## config.mk

```make
export PLATFORM = sky130hd
export DESIGN_NAME = acpc_front
export DESIGN_NICKNAME = d
export VERILOG_FILES = /design/src/design/acpc_pkg.sv /design/src/design/acpc_front.sv
export SDC_FILE = /design/constraint.sdc
export NUM_CORES = 1
export LEC_CHECK = 0
export BUFFER_PORTS_ARGS = -buffer_cell sky130_fd_sc_hd__buf_2
export CORE_MARGIN = 5
export CORE_UTILIZATION = 36
export DETAILED_ROUTE_END_ITERATION = 10
export PLACE_DENSITY = 0.56
export SETUP_SLACK_MARGIN = 0.3
export SYNTH_ARGS = -nofsm -noshare
export SYNTH_HDL_FRONTEND = slang
export SYNTH_SLANG_ARGS = --single-unit
```

## constraint.sdc

```tcl
create_clock -name clk -period 13.6 [get_ports clk]
set_clock_uncertainty 0.05 [all_clocks]
set_input_delay 0.68 -clock clk [delete_from_list [all_inputs] [get_ports clk]]
set_output_delay 0.68 -clock clk [all_outputs]
set_load 0.03 [all_outputs]
```

## src/design/acpc_pkg.sv

```systemverilog
`default_nettype none
// ----------------------------------------------------------------------------
// acpc_pkg: shared types and functions for the AES CBC page cipher
// S-box, inverse S-box, round functions and the queue entry type.
// ----------------------------------------------------------------------------
package acpc_pkg;

	typedef enum logic [1:0] {
		ST_IDLE  = 2'd0,
		ST_IV    = 2'd1,
		ST_DATA  = 2'd2,
		ST_OUT   = 2'd3
	} eng_state_t;

	typedef struct packed {
		logic         opcode;
		logic         first_of_page;
		logic [63:0]  page_number;
		logic [127:0] data;
	} job_t;

	localparam logic OP_ENCRYPT = 1'b0;
	localparam logic OP_DECRYPT = 1'b1;

	function automatic logic [7:0] sbox(input logic [7:0] v);
		logic [7:0] r;
		case (v)
			8'h00: r=8'h63; 8'h01: r=8'h7c; 8'h02: r=8'h77; 8'h03: r=8'h7b;
			8'h04: r=8'hf2; 8'h05: r=8'h6b; 8'h06: r=8'h6f; 8'h07: r=8'hc5;
			8'h08: r=8'h30; 8'h09: r=8'h01; 8'h0a: r=8'h67; 8'h0b: r=8'h2b;
			8'h0c: r=8'hfe; 8'h0d: r=8'hd7; 8'h0e: r=8'hab; 8'h0f: r=8'h76;
			8'h10: r=8'hca; 8'h11: r=8'h82; 8'h12: r=8'hc9; 8'h13: r=8'h7d;
			8'h14: r=8'hfa; 8'h15: r=8'h59; 8'h16: r=8'h47; 8'h17: r=8'hf0;
			8'h18: r=8'had; 8'h19: r=8'hd4; 8'h1a: r=8'ha2; 8'h1b: r=8'haf;
			8'h1c: r=8'h9c; 8'h1d: r=8'ha4; 8'h1e: r=8'h72; 8'h1f: r=8'hc0;
			8'h20: r=8'hb7; 8'h21: r=8'hfd; 8'h22: r=8'h93; 8'h23: r=8'h26;
			8'h24: r=8'h36; 8'h25: r=8'h3f; 8'h26: r=8'hf7; 8'h27: r=8'hcc;
			8'h28: r=8'h34; 8'h29: r=8'ha5; 8'h2a: r=8'he5; 8'h2b: r=8'hf1;
			8'h2c: r=8'h71; 8'h2d: r=8'hd8; 8'h2e: r=8'h31; 8'h2f: r=8'h15;
			8'h30: r=8'h04; 8'h31: r=8'hc7; 8'h32: r=8'h23; 8'h33: r=8'hc3;
			8'h34: r=8'h18; 8'h35: r=8'h96; 8'h36: r=8'h05; 8'h37: r=8'h9a;
			8'h38: r=8'h07; 8'h39: r=8'h12; 8'h3a: r=8'h80; 8'h3b: r=8'he2;
			8'h3c: r=8'heb; 8'h3d: r=8'h27; 8'h3e: r=8'hb2; 8'h3f: r=8'h75;
			8'h40: r=8'h09; 8'h41: r=8'h83; 8'h42: r=8'h2c; 8'h43: r=8'h1a;
			8'h44: r=8'h1b; 8'h45: r=8'h6e; 8'h46: r=8'h5a; 8'h47: r=8'ha0;
			8'h48: r=8'h52; 8'h49: r=8'h3b; 8'h4a: r=8'hd6; 8'h4b: r=8'hb3;
			8'h4c: r=8'h29; 8'h4d: r=8'he3; 8'h4e: r=8'h2f; 8'h4f: r=8'h84;
			8'h50: r=8'h53; 8'h51: r=8'hd1; 8'h52: r=8'h00; 8'h53: r=8'hed;
			8'h54: r=8'h20; 8'h55: r=8'hfc; 8'h56: r=8'hb1; 8'h57: r=8'h5b;
			8'h58: r=8'h6a; 8'h59: r=8'hcb; 8'h5a: r=8'hbe; 8'h5b: r=8'h39;
			8'h5c: r=8'h4a; 8'h5d: r=8'h4c; 8'h5e: r=8'h58; 8'h5f: r=8'hcf;
			8'h60: r=8'hd0; 8'h61: r=8'hef; 8'h62: r=8'haa; 8'h63: r=8'hfb;
			8'h64: r=8'h43; 8'h65: r=8'h4d; 8'h66: r=8'h33; 8'h67: r=8'h85;
			8'h68: r=8'h45; 8'h69: r=8'hf9; 8'h6a: r=8'h02; 8'h6b: r=8'h7f;
			8'h6c: r=8'h50; 8'h6d: r=8'h3c; 8'h6e: r=8'h9f; 8'h6f: r=8'ha8;
			8'h70: r=8'h51; 8'h71: r=8'ha3; 8'h72: r=8'h40; 8'h73: r=8'h8f;
			8'h74: r=8'h92; 8'h75: r=8'h9d; 8'h76: r=8'h38; 8'h77: r=8'hf5;
			8'h78: r=8'hbc; 8'h79: r=8'hb6; 8'h7a: r=8'hda; 8'h7b: r=8'h21;
			8'h7c: r=8'h10; 8'h7d: r=8'hff; 8'h7e: r=8'hf3; 8'h7f: r=8'hd2;
			8'h80: r=8'hcd; 8'h81: r=8'h0c; 8'h82: r=8'h13; 8'h83: r=8'hec;
			8'h84: r=8'h5f; 8'h85: r=8'h97; 8'h86: r=8'h44; 8'h87: r=8'h17;
			8'h88: r=8'hc4; 8'h89: r=8'ha7; 8'h8a: r=8'h7e; 8'h8b: r=8'h3d;
			8'h8c: r=8'h64; 8'h8d: r=8'h5d; 8'h8e: r=8'h19; 8'h8f: r=8'h73;
			8'h90: r=8'h60; 8'h91: r=8'h81; 8'h92: r=8'h4f; 8'h93: r=8'hdc;
			8'h94: r=8'h22; 8'h95: r=8'h2a; 8'h96: r=8'h90; 8'h97: r=8'h88;
			8'h98: r=8'h46; 8'h99: r=8'hee; 8'h9a: r=8'hb8; 8'h9b: r=8'h14;
			8'h9c: r=8'hde; 8'h9d: r=8'h5e; 8'h9e: r=8'h0b; 8'h9f: r=8'hdb;
			8'ha0: r=8'he0; 8'ha1: r=8'h32; 8'ha2: r=8'h3a; 8'ha3: r=8'h0a;
			8'ha4: r=8'h49; 8'ha5: r=8'h06; 8'ha6: r=8'h24; 8'ha7: r=8'h5c;
			8'ha8: r=8'hc2; 8'ha9: r=8'hd3; 8'haa: r=8'hac; 8'hab: r=8'h62;
			8'hac: r=8'h91; 8'had: r=8'h95; 8'hae: r=8'he4; 8'haf: r=8'h79;
			8'hb0: r=8'he7; 8'hb1: r=8'hc8; 8'hb2: r=8'h37; 8'hb3: r=8'h6d;
			8'hb4: r=8'h8d; 8'hb5: r=8'hd5; 8'hb6: r=8'h4e; 8'hb7: r=8'ha9;
			8'hb8: r=8'h6c; 8'hb9: r=8'h56; 8'hba: r=8'hf4; 8'hbb: r=8'hea;
			8'hbc: r=8'h65; 8'hbd: r=8'h7a; 8'hbe: r=8'hae; 8'hbf: r=8'h08;
			8'hc0: r=8'hba; 8'hc1: r=8'h78; 8'hc2: r=8'h25; 8'hc3: r=8'h2e;
			8'hc4: r=8'h1c; 8'hc5: r=8'ha6; 8'hc6: r=8'hb4; 8'hc7: r=8'hc6;
			8'hc8: r=8'he8; 8'hc9: r=8'hdd; 8'hca: r=8'h74; 8'hcb: r=8'h1f;
			8'hcc: r=8'h4b; 8'hcd: r=8'hbd; 8'hce: r=8'h8b; 8'hcf: r=8'h8a;
			8'hd0: r=8'h70; 8'hd1: r=8'h3e; 8'hd2: r=8'hb5; 8'hd3: r=8'h66;
			8'hd4: r=8'h48; 8'hd5: r=8'h03; 8'hd6: r=8'hf6; 8'hd7: r=8'h0e;
			8'hd8: r=8'h61; 8'hd9: r=8'h35; 8'hda: r=8'h57; 8'hdb: r=8'hb9;
			8'hdc: r=8'h86; 8'hdd: r=8'hc1; 8'hde: r=8'h1d; 8'hdf: r=8'h9e;
			8'he0: r=8'he1; 8'he1: r=8'hf8; 8'he2: r=8'h98; 8'he3: r=8'h11;
			8'he4: r=8'h69; 8'he5: r=8'hd9; 8'he6: r=8'h8e; 8'he7: r=8'h94;
			8'he8: r=8'h9b; 8'he9: r=8'h1e; 8'hea: r=8'h87; 8'heb: r=8'he9;
			8'hec: r=8'hce; 8'hed: r=8'h55; 8'hee: r=8'h28; 8'hef: r=8'hdf;
			8'hf0: r=8'h8c; 8'hf1: r=8'ha1; 8'hf2: r=8'h89; 8'hf3: r=8'h0d;
			8'hf4: r=8'hbf; 8'hf5: r=8'he6; 8'hf6: r=8'h42; 8'hf7: r=8'h68;
			8'hf8: r=8'h41; 8'hf9: r=8'h99; 8'hfa: r=8'h2d; 8'hfb: r=8'h0f;
			8'hfc: r=8'hb0; 8'hfd: r=8'h54; 8'hfe: r=8'hbb; 8'hff: r=8'h16;
			default: r=8'h00;
		endcase
		return r;
	endfunction

	function automatic logic [7:0] xt(input logic [7:0] a);
		return {a[6:0], 1'b0} ^ (a[7] ? 8'h1b : 8'h00);
	endfunction

	function automatic logic [7:0] gf_mul(input logic [7:0] a, input logic [7:0] b);
		logic [7:0] r;
		logic [7:0] x;
		r = 8'h00;
		x = a;
		for (int i = 0; i < 8; i++) begin
			if (b[i])
				r = r ^ x;
			x = xt(x);
		end
		return r;
	endfunction

	function automatic logic [7:0] inv_sbox(input logic [7:0] v);
		logic [7:0] r;
		r = 8'h00;
		for (int i = 0; i < 256; i++) begin
			if (sbox(i[7:0]) == v)
				r = i[7:0];
		end
		return r;
	endfunction

	function automatic logic [7:0] byte_at(input logic [127:0] s, input int i);
		return s[127-8*i -: 8];
	endfunction

	function automatic logic [127:0] enc_round(input logic [127:0] s, input logic last,
		input logic [127:0] rk);
		logic [7:0] t [16];
		logic [127:0] o;
		logic [7:0] a0, a1, a2, a3, al;
		for (int i = 0; i < 16; i++)
			t[i] = sbox(byte_at(s, (i & 3) + 4 * (((i >> 2) + (i & 3)) & 3)));
		if (!last) begin
			for (int c = 0; c < 4; c++) begin
				a0 = t[4*c]; a1 = t[4*c+1]; a2 = t[4*c+2]; a3 = t[4*c+3];
				al = a0 ^ a1 ^ a2 ^ a3;
				t[4*c]   = a0 ^ al ^ xt(a0 ^ a1);
				t[4*c+1] = a1 ^ al ^ xt(a1 ^ a2);
				t[4*c+2] = a2 ^ al ^ xt(a2 ^ a3);
				t[4*c+3] = a3 ^ al ^ xt(a3 ^ a0);
			end
		end
		for (int i = 0; i < 16; i++)
			o[127-8*i -: 8] = t[i];
		return o ^ rk;
	endfunction

	function automatic logic [127:0] dec_round(input logic [127:0] s, input logic last,
		input logic [127:0] rk);
		logic [7:0] t [16];
		logic [127:0] o;
		logic [7:0] a0, a1, a2, a3;
		for (int i = 0; i < 16; i++)
			t[(i & 3) + 4 * (((i >> 2) + (i & 3)) & 3)] = inv_sbox(byte_at(s, i));
		for (int i = 0; i < 16; i++)
			t[i] = t[i] ^ byte_at(rk, i);
		if (!last) begin
			for (int c = 0; c < 4; c++) begin
				a0 = t[4*c]; a1 = t[4*c+1]; a2 = t[4*c+2]; a3 = t[4*c+3];
				t[4*c]   = gf_mul(a0,8'd14)^gf_mul(a1,8'd11)^gf_mul(a2,8'd13)^gf_mul(a3,8'd9);
				t[4*c+1] = gf_mul(a0,8'd9)^gf_mul(a1,8'd14)^gf_mul(a2,8'd11)^gf_mul(a3,8'd13);
				t[4*c+2] = gf_mul(a0,8'd13)^gf_mul(a1,8'd9)^gf_mul(a2,8'd14)^gf_mul(a3,8'd11);
				t[4*c+3] = gf_mul(a0,8'd11)^gf_mul(a1,8'd13)^gf_mul(a2,8'd9)^gf_mul(a3,8'd14);
			end
		end
		for (int i = 0; i < 16; i++)
			o[127-8*i -: 8] = t[i];
		return o;
	endfunction

	function automatic logic [31:0] sub_word(input logic [31:0] w);
		return {sbox(w[31:24]), sbox(w[23:16]), sbox(w[15:8]), sbox(w[7:0])};
	endfunction

endpackage
`default_nettype wire

```

## src/design/acpc_front.sv

```systemverilog
`default_nettype none
// ----------------------------------------------------------------------------
// acpc_front: input stage and job queue
// Accepts transactions and holds them in a two-entry queue for the engine.
// ----------------------------------------------------------------------------
module acpc_front (
	input  wire logic          clk,
	input  wire logic          arst_n,
	input  wire logic          in_valid,
	output logic               in_ready,
	input  wire acpc_pkg::job_t in_job,
	output logic               job_valid,
	input  wire logic          job_take,
	output acpc_pkg::job_t     job
);
	acpc_pkg::job_t fifo_q [2];
	logic           rd_q, wr_q;
	logic [1:0]     cnt_q;

	assign in_ready  = cnt_q != 2'd2;
	assign job_valid = cnt_q != 2'd0;
	assign job       = fifo_q[rd_q];

	always_ff @(posedge clk or negedge arst_n) begin
		if (!arst_n) begin
			rd_q  <= 1'b0;
			wr_q  <= 1'b0;
			cnt_q <= '0;
		end else begin
			if (in_valid && in_ready)
				wr_q <= !wr_q;
			if (job_take && job_valid)
				rd_q <= !rd_q;
			cnt_q <= cnt_q + 2'(in_valid && in_ready) - 2'(job_take && job_valid);
		end
	end

	always_ff @(posedge clk) begin
		if (in_valid && in_ready)
			fifo_q[wr_q] <= in_job;
	end

	assert property (@(posedge clk) disable iff (!arst_n) cnt_q <= 2'd2)
		else $error("queue overflow");
	assert property (@(posedge clk) disable iff (!arst_n)
		cnt_q == 2'd0 |-> !job_valid) else $error("empty queue shows a job");
	assert property (@(posedge clk) disable iff (!arst_n)
		(in_valid && in_ready && !(job_take && job_valid)) |=> cnt_q == $past(cnt_q) + 2'd1)
		else $error("queue count lost a write");
endmodule
`default_nettype wire

```

==> impl_metrics.toml, run 1 <==
[timing]
slew_headroom = 0.258
max_freq_mhz = 222
setup_violations = 0
tightestPinTransition_ns = 1.11
holdWs_ns = 0.268
fin_ws_ns = 9.09
hold_viol = 0
final_max_slew_viol_count = 0
min_period_ns = 4.51
rsz0062_at_grt = "false"
finalSetupTns_ns = 0
min_period_over_period = 0.332

[clock_network]
cts-root-buf = "clkbuf_16"
numCtsBuffers = 43
cts_tree = "done"
clockBufferDepth = 3
h-tree-depth = 2
cts_setup_buffers = 0
path_clk_slew_ns = 0.06
clkLatencyLatePin_ns = 0.54
cts.sinks = 392

[job]
maxCapViolations = 0

[pwr]
p_total_mw = 4.52
leakage_nw = 7.36
p_per_area_mw_per_mm2 = 242
vdd_drop_max_mv = 0.146

[die]
die_y_um = 213
ios = 394
initial_core_util = 0.364
core_mm2 = 0.0408
dieArea_mm2 = 0.0454
rows = 74
die_width_um = 213

[global_routing]
grt_pass1_wl_um = 46500
grtUsageTotal = 0.136
grt_max_degree = 68
antenna_found_initial = 4
grt_overflow_total = 0
grt_pass1_vias = 7718

[critical_path]
r2r-start = "cnt_q[0]"
cp.required_ns = 12.87
cp-start-kind = "flop"
crit_type = "reg2out"
path_max_fanout = 60
rr_worst_depth = 4
r2r_slack_ns = 10.62
cp.arrival_ns = 3.78
critPathCaptureType = "output port"
timing.rr.end = "fifo_q[1][127]"

[synth]
syn-instance-count = 626
syn-cell-area_mm2 = 0.0148
synth_cell_types = 19
synth.top_cell.area_share = 0.785
synth_warnings = 0
synth.area.top_cells = "edfxtp_1, mux2_4, mux2_2"
synth_top_cell_by_area = "edfxtp_1"
ys_ff_latch = 392
postSynthAreaPerCell_um2 = 23.7
ys_seq_area_frac = 0.792
synth_nets = 825

[drt]
drcViolationCount = 0
drt_iter0_drc = 287
dr.pass1.iters = 5
routed_wl_um = 32100
avgRoutedWirePerCell_um = 19.9
antenna_left = 0
via_per_inst = 4.50
dr_total_vias = 7284

[cells_and_area]
area_growth_pct = 25.9
drive_gt1_frac = 0.609
final_cells = 1617
final_area_mm2 = 0.0187
fill_cells = 3561
fin_nets = 1251
final_core_util = 0.458

[placed_design]
place_inst = 1538
hpwl_um = 21900
io_buffers = 393
place_worst_setup_slack_ns = 9.56
gp_congestion = 0.756
placed_area_mm2 = 0.0173

[run_status]
status = "finished clean"

[hold_path]
holdPathStages = 1
worstHoldPathType = "in2reg"
hp-start = "in_job[46]"
min_to = "fifo_q[1][46]"
[cells in the final DEF, fill, tap and decap left out, types with 3 or more instances in the layout]
cell       count
dfrtp_1        3
buf_4          9
clkbuf_1       4
buf_2        393
mux2_4       150
xnor2_1        3
clkinv_1      13
bufinv_16      4
mux2_2        44
clkbuf_16     43
clkinv_2       8
edfxtp_1     388
[cells by family after synthesis]
group                    after synthesis  share of synthesized area
AO/OA/AOI/OAI                          3                    0.00160
multiplexers                         194                      0.185
XOR/XNOR                               3                    0.00177
buffers and inverters                 22                     0.0150
AND/OR/NAND/NOR                       11                    0.00396
adder cells (fa/ha/maj)                1                   0.000843
flip-flops                           392                      0.792
[flip-flops by register name, indices dropped and copies added (netlist names)]
signal	cells
fifo_q	388
cnt_q	2
rd_q	1
wr_q	1
[area by class of cell]
type	count	area, um2	share of cell area
tap	532	666	0.0356
multi-input combinational	212	2880	0.154
timing repair buffer	403	2040	0.109
antenna	2	5.00	0.000268
clock inverter	29	246	0.0132
sequential	392	11800	0.629
clock buffer	47	1090	0.0584
[Yosys cell counts]
cell and number:
nor2b_1 1, or2_2 1, nand2b_1 1, nor4bb_1 1, xnor2_1 3, buf_2 4, mux2_4 150, o21ba_2 1
nand2_1 2, dfrtp_1 4, and3_1 1, buf_6 18, edfxtp_1 388, mux2_2 44, a311oi_1 1, ha_1 1
o21ai_0 1, nor2_1 3, nand3_1 1
[how the worst max path moves through the flow]
stage | from | end | slack [ns] | cells past startpoint
2_1_floorplan | cnt_q[0] | fifo_q[0][0] | 3.88 | 3
3_3_place_gp | rd_q | job[1] | 9.56 | 4
3_5_place_dp | rd_q | job[1] | 9.56 | 4
4_1_cts | rd_q | job[1] | 8.96 | 4
5_1_grt | rd_q | job[1] | 8.84 | 4
6_report | rd_q | job[1] | 9.09 | 4
[metal layers]
| layer | share of wire | track usage | vias up |
|---|---|---|---|
| li1 | - | - | 3374 |
| met1 | 0.40 | 0.168 | 3604 |
| met2 | 0.50 | 0.227 | 252 |
| met3 | 0.084 | 0.0485 | 48 |
| met4 | 0.021 | 0.0402 | 6 |
| met5 | 0.0017 | 0 | - |
[timing repair]
action,4_1_cts,5_1_grt
hold buffers,1,0
hold endpoints to repair,4,0
gates resized for setup,0,0
[report_power, final]
group,switching (mW),internal (mW),leakage [nW]
logic,1.06,0.624,3.05
registers,0.0804,1.66,3.65
clock network,0.448,0.654,0.662
[critical path, stage by stage (launching register included)]
cell and delay, ns:
dfrtp_4 0.68, buf_4 0.84, buf_4 0.98, mux2_2 0.43
buf_2 0.18
Note: power is estimated with default switching activity, not from simulation.
==> run 2, diff against run 1 <==
--- a/config.mk
+++ b/config.mk
@@ -5,6 +5,7 @@
 export SDC_FILE = /design/constraint.sdc
 export NUM_CORES = 1
 export LEC_CHECK = 0
+export ABC_AREA = 1
 export BUFFER_PORTS_ARGS = -buffer_cell sky130_fd_sc_hd__buf_2
 export CORE_MARGIN = 5
 export CORE_UTILIZATION = 36
==> constraint.sdc (replaced) <==
create_clock -name clk -period 4.2 [get_ports clk]
set_clock_uncertainty 0.05 [all_clocks]
set_input_delay 0.21 -clock clk [delete_from_list [all_inputs] [get_ports clk]]
set_output_delay 0.21 -clock clk [all_outputs]
set_load 0.03 [all_outputs]
==> impl_metrics.toml, run 2 <==
[cells_and_area]
drive_gt1_frac = 0.277
seq_area_mm2 = 0.0118
final_common_cell = "nand2_1"
final_core_util = 0.508
multiInputGateArea_mm2 = 0.00231
largest_register_ffs = 388
top_regs = "fifo_q (388), cnt_q (2)"
area_growth_pct = 40.1
fin_nets = 1845
regMostFlops = "fifo_q"
fill_cells = 3416
layout_common_cells = "nand2_1, buf_2, edfxtp_1"
final_area_mm2 = 0.0201
diodes = 0

[timing]
final_max_slew_viol_count = 0
rsz0062_at_grt = "false"
max_freq_mhz = 336
min_period_over_period = 0.708
slew_headroom = 0.280
min_period_ns = 2.97
fin_ws_ns = 1.23
tightestPinTransition_ns = 1.08
hold_viol = 0
setup_violations = 0
finalSetupTns_ns = 0

[placed_design]
io_buffers = 393
gp_congestion = 0.816
hpwl_um = 22200
place_worst_setup_slack_ns = 1.79
placed_area_mm2 = 0.0168

[pwr]
vdd_drop_max_mv = 0.803
p_per_area_mw_per_mm2 = 741
p_total_mw = 14.9
leakage_nw = 8.57

[global_routing]
grt_overflow_total = 0
grt_pass1_wl_um = 55800
grt_max_degree = 170
grt_pass1_vias = 10196
antenna_found_initial = 0
grtUsageTotal = 0.159

[hold_path]
hp-start = "in_job[44]"
min_to = "fifo_q[0][44]"
holdPathStages = 2
worstHoldPathType = "in2reg"

[synth]
syn-cell-area_mm2 = 0.0144
syn-instance-count = 1045
synth.top_cell.area_share = 0.811
synth_cell_types = 14
synth_nets = 1244
synth_top_cell_by_area = "edfxtp_1"
synth_warnings = 0
synthTopCellsByCount = "nand2_1, edfxtp_1, buf_2"
postSynthAreaPerCell_um2 = 13.8
async_flop_share = 0.0102
ys_seq_area_frac = 0.817
synth_edf_count = 388
synth.area.top_cells = "edfxtp_1, nand2_1, buf_6"
yosysMostFrequentCell = "nand2_1"
synthFlopType = "edfxtp_1"
ys_ff_latch = 392

[drt]
drcViolationCount = 0
avgRoutedWirePerCell_um = 16.2
antenna_left = 0
routed_wl_um = 35800
drt_iter0_drc = 576
via_per_inst = 4.43
dr_total_vias = 9768
dr.pass1.iters = 5

[critical_path]
crit_cells = 5
rr_worst_depth = 5
crit_chain = "inv_6 -> buf_4 -> nand2_1 -> nand2_1 -> buf_2"
cp_common_cell = "nand2_1"
path_max_fanout = 97
crit_slowest_cell = "inv_6"
cp.arrival_ns = 2.71
slowest_delay_ns = 0.65
timing.rr.end = "fifo_q[0][98]"
cp.required_ns = 3.94
crit_type = "reg2out"
cp_top_family = "buffers and inverters"
critPathCaptureType = "output port"
r2r_slack_ns = 2.11
cp-start-kind = "flop"
r2r-start = "cnt_q[0]"
worstPathBufferInverterCount = 3

[clock_network]
path_clk_slew_ns = 0.06
cts-root-buf = "clkbuf_16"
cts.sinks = 392
cts_setup_buffers = 0
clkLatencyLatePin_ns = 0.54
numCtsBuffers = 42
cts_tree = "done"
clockBufferDepth = 3
h-tree-depth = 2

[die]
core_mm2 = 0.0396
initial_core_util = 0.363
ios = 394
die_y_um = 210
rows = 73
die_width_um = 210
dieArea_mm2 = 0.0440

[job]
maxCapViolations = 0

[run_status]
status = "finished clean"
run 2: cell count changes in the layout (fill, tap and decap cells not counted), sizes merged, moves of 2 or more:
cell         before  now
nand2             2  591
dlygate4sd3       1  198
clkbuf           47   60
clkinvlp          0    2
mux2            194    0
diode             2    0
clkinv           22   12
xnor2             3    0
inv               3    9
nor2              3    5
bufinv            4    2
run 2: area by class of cell:
type	count	share of cell area
tap	525	0.0326
clock buffer	60	0.0587
sequential	392	0.584
inverter	8	0.00174
clock inverter	17	0.00677
multi-input combinational	602	0.115
timing repair buffer	600	0.202
run 2: worst max-delay path by stage:
stage	from	endpoint
after floorplan	cnt_q[1]	fifo_q[1][0]
after global placement	rd_q	job[90]
after detailed placement	rd_q	job[32]
after CTS	rd_q	job[108]
after global routing	rd_q	job[104]
final	rd_q	job[46]
run 2: logic make-up (layout without fill, tap and decap cells):
logic type               count (synthesis)  count (layout)  share of synthesized area
AO/OA/AOI/OAI                            2               2                   0.000696
XOR/XNOR                                 1               1                   0.000609
adder cells (fa/ha/maj)                  1               1                   0.000870
buffers and inverters                   51             685                     0.0240
flip-flops                             392             392                      0.817
AND/OR/NAND/NOR                        598             598                      0.156
run 2: stage by stage:
step	instances	hold slack, ns
5_1_grt	2204	0.302
3_5_place_dp	1929	-0.0120
3_3_place_gp	1929	-0.0209
4_1_cts	2204	0.285
2_1_floorplan	1045	-0.136
6_report	2204	0.335
run 2: per-layer routing:
| layer | wire [um] | GRT usage | vias to the layer above |
|---|---|---|---|
| met4 | 674 | 0.0410 | 0 |
| li1 | - | - | 4736 |
| met3 | 2790 | 0.0508 | 52 |
| met2 | 17600 | 0.271 | 329 |
| met1 | 14700 | 0.199 | 4651 |
| met5 | 0 | 0 | - |
run 2: what timing repair did:
item                                   4_1_cts  5_1_grt
endpoints found under the hold margin      395        0
resized for setup                            0        0
hold buffers                               198        0
run 2: report_power, final:
group	switching (mW)	internal [mW]	leakage (nW)
Sequential	0.242	5.35	3.65
Combinational	4.40	1.41	4.28
Clock	1.44	2.08	0.638
